$ cat config.mk
export PLATFORM = sky130hd
export DESIGN_NAME = vnm_unit
export DESIGN_NICKNAME = d
export VERILOG_FILES = /design/src/rtl/vnm_pkg.sv /design/src/rtl/vnm_unit.sv
export SDC_FILE = /design/constraint.sdc
export NUM_CORES = 1
export LEC_CHECK = 0
export ABC_CLOCK_PERIOD_IN_PS = 7700
export BUFFER_PORTS_ARGS = -buffer_cell sky130_fd_sc_hd__buf_4
export CAP_MARGIN = 30
export CELL_PAD_IN_SITES_DETAIL_PLACEMENT = 0
export CELL_PAD_IN_SITES_GLOBAL_PLACEMENT = 1
export CORE_AREA = 10 10 273 275
export CTS_CLUSTER_DIAMETER = 100
export DETAILED_ROUTE_END_ITERATION = 10
export DIE_AREA = 0 0 283 285
export HOLD_SLACK_MARGIN = 0.15
export MAX_ROUTING_LAYER = met4
export PLACE_DENSITY_LB_ADDON = 0.1
export REMOVE_ABC_BUFFERS = 1
export SLEW_MARGIN = 15
export SYNTH_ARGS = -nofsm -noshare
export SYNTH_HDL_FRONTEND = slang
export SYNTH_SLANG_ARGS = --single-unit
$ cat constraint.sdc
create_clock -name clk -period 7.7 [get_ports clk]
set_input_delay 0.77 -clock clk [delete_from_list [all_inputs] [get_ports clk]]
set_output_delay 0.77 -clock clk [all_outputs]
set_load 0.01 [all_outputs]
$ cat src/rtl/vnm_pkg.sv
package vnm_pkg;

	// command codes
	localparam logic [1:0] CMD_CLEAR = 2'd0;
	localparam logic [1:0] CMD_ACCUM = 2'd1;
	localparam logic [1:0] CMD_READ  = 2'd2;
	localparam logic [1:0] CMD_UNDEF = 2'd3;

	// register indexes
	localparam logic [0:0] REG_PRESENCE = 1'd0;
	localparam logic [0:0] REG_MERGE    = 1'd1;

	localparam logic [15:0] PRESENCE_RESET = 16'd8192;
	localparam logic [15:0] MERGE_RESET    = 16'sd11469;

	localparam int FRAC_BITS = 14;

	// shared unit operations
	typedef enum logic [1:0] {
		OP_SQRT,
		OP_DIV
	} op_t;

	// request to the shared unit
	typedef struct packed {
		logic       start;
		op_t        op;
		logic [63:0] num;
		logic [31:0] den;
	} unit_req_t;

	// answer from the shared unit
	typedef struct packed {
		logic        done;
		logic [31:0] res;
	} unit_rsp_t;

endpackage

$ cat src/rtl/vnm_unit.sv
// Shared iterative unit: integer square root of a 64-bit value, or
// unsigned 64/32 division, one result bit per cycle.
module vnm_unit
	import vnm_pkg::*;
(
	input  logic      clk,
	input  logic      arst_n,
	input  unit_req_t req,
	output unit_rsp_t rsp
);

	logic        busy_q;
	logic        done_q;
	op_t         op_q;
	logic [5:0]  cnt_q;
	logic [63:0] rem_q;
	logic [63:0] acc_q;
	logic [63:0] num_q;
	logic [31:0] den_q;

	// restoring square root: two radicand bits per step
	logic [65:0] sq_try;
	logic [65:0] sq_rem;
	// restoring division: one dividend bit per step
	logic [64:0] dv_rem;

	always_comb begin
		sq_rem = {rem_q[63:0], num_q[63:62]};
		sq_try = sq_rem - {acc_q[63:0], 2'b01};
		dv_rem = {rem_q[63:0], num_q[63]};
	end

	always_ff @(posedge clk or negedge arst_n) begin
		if (!arst_n) begin
			busy_q <= 1'b0;
			done_q <= 1'b0;
			cnt_q  <= '0;
		end else begin
			done_q <= 1'b0;
			if (req.start) begin
				busy_q <= 1'b1;
				op_q   <= req.op;
				num_q  <= req.num;
				den_q  <= req.den;
				rem_q  <= '0;
				acc_q  <= '0;
				cnt_q  <= (req.op == OP_SQRT) ? 6'd31 : 6'd63;
			end else if (busy_q) begin
				unique case (op_q)
					OP_SQRT: begin
						num_q <= {num_q[61:0], 2'b00};
						if (!sq_try[65]) begin
							rem_q <= sq_try[63:0];
							acc_q <= {acc_q[62:0], 1'b1};
						end else begin
							rem_q <= sq_rem[63:0];
							acc_q <= {acc_q[62:0], 1'b0};
						end
					end
					default: begin
						num_q <= {num_q[62:0], 1'b0};
						if (dv_rem >= {33'd0, den_q}) begin
							rem_q <= 64'(dv_rem - {33'd0, den_q});
							acc_q <= {acc_q[62:0], 1'b1};
						end else begin
							rem_q <= dv_rem[63:0];
							acc_q <= {acc_q[62:0], 1'b0};
						end
					end
				endcase
				cnt_q <= cnt_q - 6'd1;
				if (cnt_q == '0) begin
					busy_q <= 1'b0;
					done_q <= 1'b1;
				end
			end
		end
	end

	assign rsp = {done_q, acc_q[31:0]};

endmodule

==> qor.csv <==
metric,value,unit
arrival time at the worst endpoint,5.54,ns
Resized Gates After CTS,0,
post-synthesis register bit count,234,
die area,80700,µm²
Pleak,0.00850,µW
DIE WIDTH,283,µm
postcts setup bufs,0,
WP data required,7.98,ns
fmax,0.190,GHz
CTS tree,yes,
yosys synthesis warning count,0,
area delta synth->final,14.7,%
top-count cell post-synth,nand2_1,
post-synth top area share,36.7,%
I/O Buffers,133,
Max Root-Sink Buffers,3,
Avg Inst Size Synth,8.89,µm²
min-delay worst type,input port to register,
top post-synthesis cells by area,"edfxtp_1 (37%), mux2i_1 (7.2%), ha_1 (6.6%), nand2_1 (5.0%), o21ai_0 (4.4%)",
Starting Density,26.7,%
sequential area share after synthesis,37.8,%
max cap viols,0,
Slew @ Worst Pin,0.912,ns
post-route antenna net violation count,0,
mapped cell area,18500,µm²
# H-tree levels,2,
Nets,2318,
GRT overflow,0,
CTS Hold Bufs,0,
Non-Filler Instances,3082,
Post-synth EDFFs,226,
via/cell ratio,5.09,
critical path type,register to register,
Root Driver,clkbuf_16,
fin. max-slew vios,0,
drt total wl,64600,µm
synthesized instance count,2083,
Placed Cells,3020,
layout cell share with drive strength beyond 1,11.0,%
Synth cell types,85,
dpl hpwl,47000,µm
asr flop ratio synth,3.42,%
vias in the first global route,16000,
CTS Buf Count,34,
"Primary FF master, synth",edfxtp_1,
RSZ-0062 raised after global routing,false,
core region area,69300,µm²
GRT Util Overall,16.1,%
Critical Path Start Type,register,
metal3 WL,2800,µm
initial antenna violation count,0,
1st-iter DRT viols,934,
largest net degree at the start of global routing,96,
WL met2,28500,µm
Post-synth top cells,"nand2_1 (247), edfxtp_1 (226), nor2_1 (172)",
Cell Rows,97,
largest area contributor in the netlist,edfxtp_1,
Final Cycle Share,68.4,%
status,completed,
die height,285,µm
top layer in use,met4,
Setup crit end kind,register,
Setup-failing EPs final,0,
Skew-Pair Late Insertion Delay,0.55,ns
"CTS clk-pin slew, worst paths",0.06,ns
worst-path fanout max,62,
Avg WL per Cell,21.0,µm
Tmin final,5.27,ns
first-pass GRT wire length,100000,µm
final hold vios,0,
Ports,134,
gp weighted congestion,0.829,
DR vias,15700,
Num Clock Sinks,234,
Peak supply drop,0.119,mV
relative slew slack,38.7,%
post-layout util,30.6,%
Worst Skew,0.0214,ns
power density over the cells,229,nW/µm²
DR pass1 iterations,5,
wire length on met1,32200,µm
DRC Markers,0,
power by group:
part / internal [µW] / leakage, µW / switching (µW) / total, µW
Clock: 910 / 0.000520 / 640 / 1550
Combinational: 632 / 0.00563 / 1000 / 1640
Sequential: 1540 / 0.00234 / 130 / 1670
per-layer routing:
| metal | track usage [%] | up-vias |
|---|---|---|
| li1 | - | 7658 |
| met1 | 22.4 | 7585 |
| met2 | 24.3 | 391 |
| met3 | 2.35 | 61 |
| met4 | 3.66 | 0 |
| met5 | - | - |
through the flow:
stage,cell area (µm²),setup TNS [ns],power [µW],hold WS [ns],setup slack (ns)
2_1_floorplan,17700,-21.79,2780,0.474,-0.341
3_3_place_gp,20100,0,3340,0.531,2.56
3_5_place_dp,20100,0,3330,0.530,2.48
4_1_cts,21200,0,4940,0.348,2.46
5_1_grt,21200,0,5170,0.364,2.08
6_report,21200,0,4860,0.392,2.43
cells by family after synthesis:
group / count (synthesis) / synth area share [%]
AOI/OAI and AO/OA: 575 / 19.8
xor gates and xnor gates: 121 / 5.77
adders and majority gates: 99 / 6.73
buffers and inverters: 283 / 6.92
DFF: 234 / 37.8
muxes: 134 / 7.25
and+or+nand+nor: 637 / 15.8
state kept, by name, indices dropped and copies added (netlist names):
name	cells
op_q	2
den_q	32
num_q	64
done_q	1
cnt_q	6
rem_q	64
acc_q	64
busy_q	1
worst paths after layout:
kind	cells past startpoint	slack (ns)	to	from
max in group asynchronous	2	6.35	busy_q	arst_n
hold / removal	1	0.39	den_q[8]	req[8]
setup / recovery	13	2.43	rem_q[59]	rem_q[1]
hold reg to reg	1	0.54	done_q	cnt_q[3]
setup reg to reg	13	2.43	rem_q[59]	rem_q[1]
min in group asynchronous	2	0.74	cnt_q[3]	arst_n
final cells by class:
class                   count  area, µm²
repair buffers            157       1240
clock buffers              43        916
multi-input cells        1566      10300
fillers                  7379      48100
inverters                 125        469
flip-flops and latches    234       6990
clock inverters            16        148
well taps                 940       1180
diodes                      1       2.50
critical path, cell delays in order, from the launching register on:
cell and delay [ns]:
edfxtp_1 0.47, ha_1 0.37, o21ai_0 0.17, a221oi_1 0.79
o21ai_0 0.31, a21oi_1 0.49, o31ai_1 0.31, o31ai_1 0.60
xnor2_4 0.18, buf_4 0.59, and2_1 0.38, a311oi_1 0.13
o21ai_0 0.12, a31oi_1 0.06
cell usage in the layout, fill, tap and decap left out, types with 56 or more instances in the layout:
cell	count
inv_1	125
xnor2_1	69
o21ai_0	164
o211ai_1	56
a21oi_1	155
nand2_1	247
ha_1	98
buf_4	151
edfxtp_1	226
nor2_1	169
mux2i_1	134
Note: power is estimated with default switching activity, not from simulation.
